[src/rtl/iso_date_to_epoch_days_assert.svh]
// Assertion macros for the date-to-epoch-days block.
// Used by rtl/iso_date_to_epoch_days.sv; empty in synthesis builds.
`ifndef ISO_DATE_TO_EPOCH_DAYS_ASSERT_SVH
`define ISO_DATE_TO_EPOCH_DAYS_ASSERT_SVH

`ifndef SYNTHESIS

// Same-cycle implication, checked out of reset.
`define IDE_ASSERT_IMP(lbl, clk_s, rstn_s, ante, cons) \
  lbl: assert property (@(posedge clk_s) disable iff (!rstn_s) (ante) |-> (cons)) \
    else $error("assertion failed in date conversion pipeline");

// Next-cycle implication, checked out of reset.
`define IDE_ASSERT_NXT(lbl, clk_s, rstn_s, ante, cons) \
  lbl: assert property (@(posedge clk_s) disable iff (!rstn_s) (ante) |=> (cons)) \
    else $error("assertion failed in date conversion pipeline");

`else

`define IDE_ASSERT_IMP(lbl, clk_s, rstn_s, ante, cons)
`define IDE_ASSERT_NXT(lbl, clk_s, rstn_s, ante, cons)

`endif

`endif

[src/rtl/ide_pkg.sv]
// Shared widths, constants and the month offset table for the date converter.
// No dependencies; imported by rtl/iso_date_to_epoch_days.sv.
`timescale 1ns / 1ps

package ide_pkg;

  localparam int CHAR_W    = 8;
  localparam int NUM_CHARS = 10;
  localparam int LEN_W     = 4;
  localparam int IN_DATA_W = 88;   // 10 chars + 4-bit length, padded to bytes
  localparam int DAYS_W    = 23;
  localparam int OUT_DATA_W = 24;

  localparam logic [CHAR_W-1:0] CHAR_DASH  = 8'h2D;
  localparam logic [CHAR_W-1:0] CHAR_ZERO  = 8'h30;
  localparam logic [CHAR_W-1:0] CHAR_NINE  = 8'h39;
  localparam logic [LEN_W-1:0]  MIN_LENGTH = 4'd10;

  localparam int ERA_YEARS = 400;
  localparam int ERA_DAYS  = 146097;
  localparam int YEAR_DAYS = 365;
  // Epoch shift plus one era, since the pipeline carries era + 1.
  localparam int EPOCH_OFFSET = 719468 + ERA_DAYS;
  // floor(x / 25) = (x * RECIP_25) >> RECIP_SHIFT for x < 650.
  localparam int RECIP_25    = 41;
  localparam int RECIP_SHIFT = 10;

  // Days from March 1 to the first of the March-based month mp: (153*mp+2)/5.
  function automatic logic [8:0] month_base(input logic [3:0] mp);
    logic [8:0] res;
    unique case (mp)
      4'd0:    res = 9'd0;
      4'd1:    res = 9'd31;
      4'd2:    res = 9'd61;
      4'd3:    res = 9'd92;
      4'd4:    res = 9'd122;
      4'd5:    res = 9'd153;
      4'd6:    res = 9'd184;
      4'd7:    res = 9'd214;
      4'd8:    res = 9'd245;
      4'd9:    res = 9'd275;
      4'd10:   res = 9'd306;
      4'd11:   res = 9'd337;
      default: res = 9'd0;
    endcase
    return res;
  endfunction

endpackage

[src/rtl/iso_date_to_epoch_days.sv]
// Streaming YYYY-MM-DD text to signed days since 1970-01-01 converter.
// Each item passes four register stages; a new transaction can be taken in
// every cycle while the output is not stalled, so throughput is one date per clock.
// The depth is set by the chain parse, era split, day-of-era sum and era
// multiply. A stage holds its item while the stage after it is full and stalled.
// Depends on ide_pkg and iso_date_to_epoch_days_assert.svh.
`timescale 1ns / 1ps

`include "iso_date_to_epoch_days_assert.svh"

module iso_date_to_epoch_days (
  input  logic                           clk,
  input  logic                           rst_n,
  input  logic                           in_tvalid,
  output logic                           in_tready,
  // char_0 [7:0] .. char_9 [79:72], text_length [83:80], zero [87:84]
  input  logic [ide_pkg::IN_DATA_W-1:0]  in_tdata,
  output logic                           out_tvalid,
  input  logic                           out_tready,
  // epoch_days [22:0], zero [23]
  output logic [ide_pkg::OUT_DATA_W-1:0] out_tdata,
  // date_valid [0]
  output logic [0:0]                     out_tuser
);
  import ide_pkg::*;

  // Stage enables: a stage loads when it is empty or its contents move on.
  logic en1, en2, en3, en4;
  logic v1_r, v2_r, v3_r, v4_r;

  assign en4 = !v4_r || out_tready;
  assign en3 = !v3_r || en4;
  assign en2 = !v2_r || en3;
  assign en1 = !v1_r || en2;
  assign in_tready = en1;

  always_ff @(posedge clk) begin
    if (!rst_n) begin
      v1_r <= 1'b0;
      v2_r <= 1'b0;
      v3_r <= 1'b0;
      v4_r <= 1'b0;
    end else begin
      if (en1) v1_r <= in_tvalid;
      if (en2) v2_r <= v1_r;
      if (en3) v3_r <= v2_r;
      if (en4) v4_r <= v3_r;
    end
  end

  // ---------------- Stage 1: parse and check ----------------
  logic [CHAR_W-1:0] ch [NUM_CHARS];
  logic [3:0]        dig [NUM_CHARS];
  logic [LEN_W-1:0]  text_length;
  logic              digits_ok, form_ok;
  logic [13:0]       year;
  logic [6:0]        month, day;
  logic              early;
  logic              s1_ok_nxt;
  logic [13:0]       s1_q_nxt;
  logic [3:0]        s1_mp_nxt;

  logic              s1_ok_r;
  logic [13:0]       s1_q_r;     // shifted year + 400, always positive
  logic [3:0]        s1_mp_r;
  logic [4:0]        s1_day_r;

  always_comb begin
    for (int i = 0; i < NUM_CHARS; i++) begin
      ch[i]  = in_tdata[CHAR_W*i +: CHAR_W];
      dig[i] = ch[i][3:0];
    end
    text_length = in_tdata[CHAR_W*NUM_CHARS +: LEN_W];

    digits_ok = 1'b1;
    for (int i = 0; i < NUM_CHARS; i++) begin
      if (i != 4 && i != 7) begin
        if (ch[i] < CHAR_ZERO || ch[i] > CHAR_NINE) digits_ok = 1'b0;
      end
    end
    form_ok = digits_ok && (ch[4] == CHAR_DASH) && (ch[7] == CHAR_DASH)
              && (text_length >= MIN_LENGTH);

    year  = 14'(dig[0]) * 14'd1000 + 14'(dig[1]) * 14'd100
          + 14'(dig[2]) * 14'd10 + 14'(dig[3]);
    month = 7'(dig[5]) * 7'd10 + 7'(dig[6]);
    day   = 7'(dig[8]) * 7'd10 + 7'(dig[9]);

    s1_ok_nxt = form_ok && (month >= 7'd1) && (month <= 7'd12)
                && (day >= 7'd1) && (day <= 7'd31);

    // January and February belong to the previous March-based year.
    early     = (month <= 7'd2);
    s1_q_nxt  = year + 14'(ERA_YEARS) - 14'(early);
    s1_mp_nxt = early ? 4'(month + 7'd9) : 4'(month - 7'd3);
  end

  always_ff @(posedge clk) begin
    if (en1) begin
      s1_ok_r  <= s1_ok_nxt;
      s1_q_r   <= s1_q_nxt;
      s1_mp_r  <= s1_mp_nxt;
      s1_day_r <= day[4:0];
    end
  end

  // ---------------- Stage 2: era split and day of year ----------------
  logic [15:0] recip_prod;
  logic [4:0]  s2_era1_nxt;
  logic [13:0] yoe_full;
  logic [8:0]  s2_doy_nxt;

  logic        s2_ok_r;
  logic [4:0]  s2_era1_r;   // era + 1
  logic [8:0]  s2_yoe_r;
  logic [8:0]  s2_doy_r;

  always_comb begin
    // q / 400 = (q / 16) / 25
    recip_prod  = 16'(s1_q_r[13:4]) * 16'(RECIP_25);
    s2_era1_nxt = recip_prod[RECIP_SHIFT +: 5];
    yoe_full    = s1_q_r - 14'(s2_era1_nxt) * 14'(ERA_YEARS);
    s2_doy_nxt  = month_base(s1_mp_r) + 9'(s1_day_r) - 9'd1;
  end

  always_ff @(posedge clk) begin
    if (en2) begin
      s2_ok_r   <= s1_ok_r;
      s2_era1_r <= s2_era1_nxt;
      s2_yoe_r  <= yoe_full[8:0];
      s2_doy_r  <= s2_doy_nxt;
    end
  end

  // ---------------- Stage 3: day of era ----------------
  logic [1:0]  cent;
  logic [17:0] s3_doe_nxt;

  logic        s3_ok_r;
  logic [4:0]  s3_era1_r;
  logic [17:0] s3_doe_r;

  always_comb begin
    priority if (s2_yoe_r >= 9'd300) cent = 2'd3;
    else if (s2_yoe_r >= 9'd200)     cent = 2'd2;
    else if (s2_yoe_r >= 9'd100)     cent = 2'd1;
    else                             cent = 2'd0;
    s3_doe_nxt = 18'(s2_yoe_r) * 18'(YEAR_DAYS) + 18'(s2_yoe_r[8:2]) - 18'(cent)
               + 18'(s2_doy_r);
  end

  always_ff @(posedge clk) begin
    if (en3) begin
      s3_ok_r   <= s2_ok_r;
      s3_era1_r <= s2_era1_r;
      s3_doe_r  <= s3_doe_nxt;
    end
  end

  // ---------------- Stage 4: era days and epoch shift ----------------
  logic [23:0]       sum;
  logic [DAYS_W-1:0] days_nxt;

  logic              ok_r;
  logic [DAYS_W-1:0] days_r;

  always_comb begin
    // Two's complement wraps to the right signed value in 24 bits.
    sum      = 24'(s3_era1_r) * 24'(ERA_DAYS) + 24'(s3_doe_r) - 24'(EPOCH_OFFSET);
    days_nxt = s3_ok_r ? sum[DAYS_W-1:0] : '0;
  end

  always_ff @(posedge clk) begin
    if (en4) begin
      ok_r   <= s3_ok_r;
      days_r <= days_nxt;
    end
  end

  assign out_tvalid = v4_r;
  assign out_tdata  = {1'b0, days_r};
  assign out_tuser  = ok_r;

  `IDE_ASSERT_IMP(a_invalid_zero, clk, rst_n, v4_r && !ok_r, days_r == '0)
  `IDE_ASSERT_IMP(a_s1_range, clk, rst_n, v1_r && s1_ok_r,
                  s1_mp_r <= 4'd11 && s1_day_r != 5'd0)
  `IDE_ASSERT_IMP(a_yoe_range, clk, rst_n, v2_r && s2_ok_r,
                  s2_yoe_r < 9'd400 && s2_era1_r <= 5'd25)
  `IDE_ASSERT_IMP(a_empty_ready, clk, rst_n, !v1_r, in_tready)
  `IDE_ASSERT_NXT(a_hold_on_stall, clk, rst_n, v4_r && !out_tready,
                  v4_r && $stable(days_r) && $stable(ok_r))

endmodule
[config.mk]
export PLATFORM = sky130hd
export DESIGN_NAME = iso_date_to_epoch_days
export DESIGN_NICKNAME = d
export VERILOG_FILES = /design/src/rtl/ide_pkg.sv /design/src/rtl/iso_date_to_epoch_days.sv
export VERILOG_INCLUDE_DIRS = /design/src /design/src/rtl
export SDC_FILE = /design/constraint.sdc
export NUM_CORES = 1
export LEC_CHECK = 0
export BUFFER_PORTS_ARGS = -buffer_cell sky130_fd_sc_hd__buf_2
export CAP_MARGIN = 20
export CORE_ASPECT_RATIO = 0.5
export CORE_MARGIN = 5
export CORE_UTILIZATION = 39
export CTS_CLUSTER_DIAMETER = 150
export CTS_CLUSTER_SIZE = 14
export DETAILED_ROUTE_END_ITERATION = 8
export PLACE_DENSITY = 0.67
export SLEW_MARGIN = 10
export SYNTH_ARGS = -nofsm -noshare
export SYNTH_HDL_FRONTEND = slang
export SYNTH_SLANG_ARGS = --single-unit
export TNS_END_PERCENT = 30
[constraint.sdc]
create_clock -name clk -period 5.4 [get_ports clk]
set_input_delay 1.62 -clock clk [delete_from_list [all_inputs] [get_ports clk]]
set_output_delay 1.62 -clock clk [all_outputs]
set_load 0.005 [all_outputs]
After elaboration in Yosys (flattened, before gate mapping). Memories as Yosys holds them, arrays and structs flattened. A register that Yosys moved wholly into a read port is not among the register bits. Cells that the tools add are included.

Memory bits (read-only): 144. Memories: 1. Output and inout port bits: 27. Input port bits: 92. Register bits after elaboration: 100. Logic and storage cells: 107.

Memory list: (name not given) (words 16, width 9, read ports 1, clocked after memory_dff 1, wr ports 0, RTL line ide_pkg.sv:31) `unique case (mp)`.

Multipliers: 9. Mux-type cells: 13. Add/subtract/negate cells: 17. Reduce and logical (&&, ||, !) cells: 23. $lt $le $gt $ge: 25. Eq/ne operators: 2.

Operators with widths (count): > comparator 8 x 6 -> 1 bit, second input constant (8); < comparator 8 x 6 -> 1 bit, second input constant (8); adder 23 x 18 -> 23 bit (1); multiplier 5 x 18 -> 23 bit, second input constant (1); subtractor 23 x 20 -> 23 bit, second input constant (1); adder 18 x 7 -> 18 bit (1); adder 18 x 9 -> 18 bit (1); multiplier 9 x 9 -> 18 bit, second input constant (1); subtractor 18 x 2 -> 18 bit (1); equality test 8 x 6 -> 1 bit, second input constant (2); multiplier 10 x 6 -> 15 bit, second input constant (1); adder 14 x 11 -> 14 bit (1); adder 14 x 4 -> 14 bit (1); adder 14 x 8 -> 14 bit (1); adder 14 x 9 -> 14 bit, second input constant (1); adder 7 x 4 -> 7 bit (2); >= comparator 7 x 1 -> 1 bit, second input constant (2); subtractor 14 x 1 -> 14 bit (1); logical OR 1 bit (12); multiplier 4 x 3 -> 6 bit, second input constant (2); multiplier 4 x 7 -> 11 bit, second input constant (1); adder 9 x 5 -> 9 bit (1); >= comparator 9 x 7 -> 1 bit, second input constant (1); >= comparator 9 x 8 -> 1 bit, second input constant (1); 17 further kinds (36).

Depth between registers and ports, before layout.
Word-level depth: 17. Depth in mapped cells: 24. Mapped depth without buffers: 24.

Least setup slack after synthesis. No wires, ideal clock.

Kind: input to register. Start point: input port in_tdata[1] in the netlist's numbering. End point: register s1_q_r[13] (data pin). Stages: 16. Path buffers: 0. Arrival time: 5554 ps. Slack: -413 ps. Data required time: 5141 ps. Library setup time: 259 ps. Path through: fa_1 -> inv_1 -> fa_1 -> inv_1 -> ha_1 -> nor2b_4 -> o31a_1 -> a21o_1 -> ha_1 -> inv_1 -> ha_1 -> ha_1 -> ha_1 -> o41ai_1 -> o21ai_0 -> xnor2_1.

Word-level cells in the longest chain between the ends: 6.

Ends and longest elaborated chain: from (decl) (RTL line iso_date_to_epoch_days.sv:17) `input logic [ide_pkg::IN_DATA_W-1:0] in_tdata,`; multiplier 4 x 7 -> 11 bit (RTL line iso_date_to_epoch_days.sv:84) `year = 14'(dig[0]) * 14'd1000 + 14'(dig[1]) * 14'd100`; adder 14 x 11 -> 14 bit (RTL line iso_date_to_epoch_days.sv:84); adder 14 x 8 -> 14 bit (RTL line iso_date_to_epoch_days.sv:85) `+ 14'(dig[2]) * 14'd10 + 14'(dig[3]);`; adder 14 x 4 -> 14 bit (RTL line iso_date_to_epoch_days.sv:85); adder 14 x 9 -> 14 bit (RTL line iso_date_to_epoch_days.sv:94) `s1_q_nxt = year + 14'(ERA_YEARS) - 14'(early);`; subtractor 14 x 1 -> 14 bit (RTL line iso_date_to_epoch_days.sv:94); via s1_q_nxt[13] (RTL line iso_date_to_epoch_days.sv:60) `logic [13:0] s1_q_nxt;`; to (signal assigned) (RTL line iso_date_to_epoch_days.sv:101) `s1_q_r <= s1_q_nxt;`; to (decl) (RTL line iso_date_to_epoch_days.sv:64) `logic [13:0] s1_q_r;`.

The timed path passes the listed nets, and every way through them passes these cells. A chain may end at the register's enable or synchronous reset.

Worst setup path after layout.
Start point: input port in_tdata[43] in the netlist's numbering. End point: register s1_q_r[11] (data pin).

Word-level cells in the longest chain between the ends: 4.

Ends and longest elaborated chain: multiplier 4 x 3 -> 6 bit (RTL line iso_date_to_epoch_days.sv:86) `month = 7'(dig[5]) * 7'd10 + 7'(dig[6]);`; adder 7 x 4 -> 7 bit (RTL line iso_date_to_epoch_days.sv:86); <= comparator 7 x 2 -> 1 bit (RTL line iso_date_to_epoch_days.sv:93) `early = (month <= 7'd2);`; subtractor 14 x 1 -> 14 bit (RTL line iso_date_to_epoch_days.sv:94); via s1_q_nxt[11] (RTL line iso_date_to_epoch_days.sv:60).

The timed path passes the listed nets, and every way through them passes these cells.

==> impl_metrics.csv <==
group,metric,value,unit
yosys,synth_top_area_cell,"ha_1",
worst_setup_path,worst_ep_required_time,5.51,ns
route,postRouteAntennaNets,0,
placement,dp_cells,1758,
min_path,hold_depth,0,
route,vias,8415,
flow_run,maxCapViolations,0,
route,drc,0,
timing,worst_slew_pin_slew,0.908,ns
timing,setup_ws,-0.0156,ns
route,firstDrtPassIters,4,
die,num_io_pins,119,
worst_setup_path,r2r_start,"s2_yoe_r[3]$_DFFE_PP_",
finish,drive_gt1_share,17.8,%
grt,grt_pass1_vias,9260,
clock_network,cts_tree,"done",
timing,max_freq,185,MHz
die,die_y,136,um
route,totalWireLength,24.9,mm
yosys,yosysUniqueCellTypes,73,
placement,io_buffers,112,
clock_network,clk-insertion-delay-late,0.36,ns
timing,clock_skew,0.00817,ns
worst_setup_path,path_max_fanout,2,
grt,overflow,0,
clock_network,htreeDepth,3,
worst_setup_path,critPathKind,"primary input to flop",
worst_setup_path,rr_worst_depth,22,
yosys,ys_ff_latch,109,
grt,antenna_found_initial,2,
min_path,holdCritPathClass,"flop to flop",
die,initial_core_util,39.4,%
yosys,syn_area,12400,sq um
route,detail_route.iter0.violations,286,
yosys,async_reset_ff_share,0,%
grt,grt_pass1_wl,43.1,mm
yosys,synth-edff-count,96,
route,routedWlPerCell,14.0,um
route,viasPerCell,4.73,
timing,hold_viol,0,
timing,finalCritPeriodShare,100,%
timing,finalCriticalPeriod,5.42,ns
yosys,synth_flop_cell,"edfxtp_1",
worst_setup_path,cp-startpoint,"in_tdata[43]",
timing,setup_viol,2,
run_status,violations,"setup timing",
grt,track_usage,14.5,%
die,fp-row-count,46,
min_path,hp-start,"s2_era1_r[1]$_DFFE_PP_",
clock_network,clk_pin_slew,0.07,ns
yosys,synthTopCellsByCount,"266 x ha_1, 235 x inv_1, 102 x fa_1",
yosys,synth.area.top_cells,"ha_1 27%, edfxtp_1 23%, fa_1 16%",
clock_network,postCtsHoldBufs,0,
die,die_area,35800,sq um
timing,max-slew-margin-rel,37.9,%
clock_network,cts_buffer_depth,2,
yosys,yosysSeqAreaShare,25.3,%
finish,antenna-diode-count,0,
finish,fill_cells,2911,
timing,drv_slew,0,
yosys,synth_top_area_share,26.8,%
worst_setup_path,crit_arrival,5.53,ns
clock_network,cts_inserted_buffers,9,
clock_network,clock_sinks,109,
grt,grt_max_degree,31,
run_status,status,"complete, but fails checks",
timing,rsz0062_at_grt,"yes",
die,core_area,31500,sq um
yosys,synth.yosys.warnings,0,
clock_network,cts_root_buf,"clkbuf_16",
yosys,syn_area_per_cell,10.7,sq um
placement,dp_hpwl,21.6,mm
finish,stdcell_count,1778,
finish,syn2layout_area_growth,16.8,%
yosys,synth.most_common_cell,"ha_1",
finish,finish.utilization,46.0,%
yosys,synth_nets,1626,
placement,place_congestion,0.878,
finish,finalNetCount,1801,
worst_setup_path,cp-end-kind,"flop",
die,die_w,263,um
worst_setup_path,start_kind,"primary input",
yosys,syn_inst,1166,
## layout make-up
type,instances,area [sq um],share of cell area (%)
Multi-Input combinational cell,818,8670,59.7
Sequential cell,109,3140,21.6
Timing Repair Buffer,168,1000,6.91
Inverter,235,885,6.09
Tap cell,432,541,3.72
Clock buffer,10,229,1.58
Clock inverter,6,47.5,0.327
## placed cells by master, fill, tap and decap left out, types with 5 or more instances in the layout
| cell | n |
|---|---|
| ha_1 | 251 |
| inv_1 | 231 |
| buf_2 | 109 |
| fa_1 | 99 |
| edfxtp_1 | 96 |
| xnor2_1 | 57 |
| buf_4 | 56 |
| a21oi_1 | 49 |
| nand2_1 | 34 |
| o21ai_0 | 34 |
| nor2_1 | 30 |
| xor2_1 | 21 |
| and2_1 | 20 |
| a21o_1 | 16 |
| o21a_1 | 15 |
| ha_4 | 15 |
| dfxtp_1 | 13 |
| nor2b_1 | 12 |
| nand2b_1 | 12 |
| nand3_1 | 11 |
| nor3_1 | 9 |
| clkbuf_16 | 9 |
| a31oi_1 | 8 |
| mux2i_1 | 8 |
| o21bai_1 | 7 |
| nand4_1 | 7 |
| a21oi_2 | 5 |
| a211oi_1 | 5 |
| nor4_1 | 5 |
## metal layers
layer | global-route usage [%] | up-vias | routed length [um]
met5 | 0 | - | 25
met4 | 3.48 | 4 | 428
met3 | 2.82 | 37 | 831
met2 | 26.9 | 129 | 12500
met1 | 17.5 | 3938 | 11100
li1 | - | 4307 | -
## through the flow
stage	worst slack (ns)	cell area [sq um]	hold slack [ns]	setup TNS, ns
after floorplan	-0.135	12600	0.400	-0.204
after global placement	-0.557	14100	0.407	-1.54
after detailed placement	-0.625	14100	0.408	-1.94
after CTS	0.0119	14400	0.426	0
after global routing	-0.189	14500	0.443	-0.575
final	-0.0156	14500	0.423	-0.0278
## state kept, by name, summed over array words and instances, names as in the netlist, named ones only
name,flops
days_r,23
s3_doe_r,18
s1_q_r,14
s2_doy_r,9
s2_yoe_r,9
s1_day_r,5
s2_era1_r,5
s3_era1_r,5
s1_mp_r,4
out_tuser,1
out_tvalid,1
s1_ok_r,1
s2_ok_r,1
s3_ok_r,1
v1_r,1
v2_r,1
v3_r,1
## critical path, stage by stage
cell      delay [ns]
buf_8           0.10
ha_4            0.24
ha_4            0.16
fa_1            0.48
buf_6           0.14
nor3_4          0.18
a21oi_2         0.06
a211oi_2        0.18
buf_4           0.16
ha_4            0.13
inv_4           0.03
ha_4            0.15
ha_4            0.17
ha_4            0.17
fa_2            0.36
a21o_1          0.19
a21oi_2         0.14
nor2b_1         0.06
o21a_1          0.22
o41ai_4         0.36
buf_4           0.17
xnor2_1         0.05
## worst paths after layout
check                            to  slack, ns
max            s1_q_r[11]$_DFFE_PN_      -0.02
min          s3_era1_r[1]$_DFFE_PP_       0.42
min reg2reg  s3_era1_r[1]$_DFFE_PP_       0.42
max reg2reg  s3_doe_r[16]$_DFFE_PP_       0.20
## what timing repair did
item                                    CTS  global route
setup buffers                             1             3
resized for setup                        15            17
gates cloned                              0             0
endpoints found under the setup margin    2             7
pin swaps                                13            16
## cell families after synthesis
family                   count (synthesis)  share of synthesized area [%]
AND/OR/NAND/NOR                        176                           7.82
other                                    1                         0.0301
AO/OA/AOI/OAI                          180                           9.56
flip-flops                             109                           25.3
XOR/XNOR                                81                           5.87
buffers and inverters                  239                           7.27
adder cells (fa/ha/maj)                368                           43.2
multiplexers                            12                           1.01
Power is left out: the tool's default activity adds up to more than one toggle a clock period on the data nets, which glitch-free logic cannot reach.
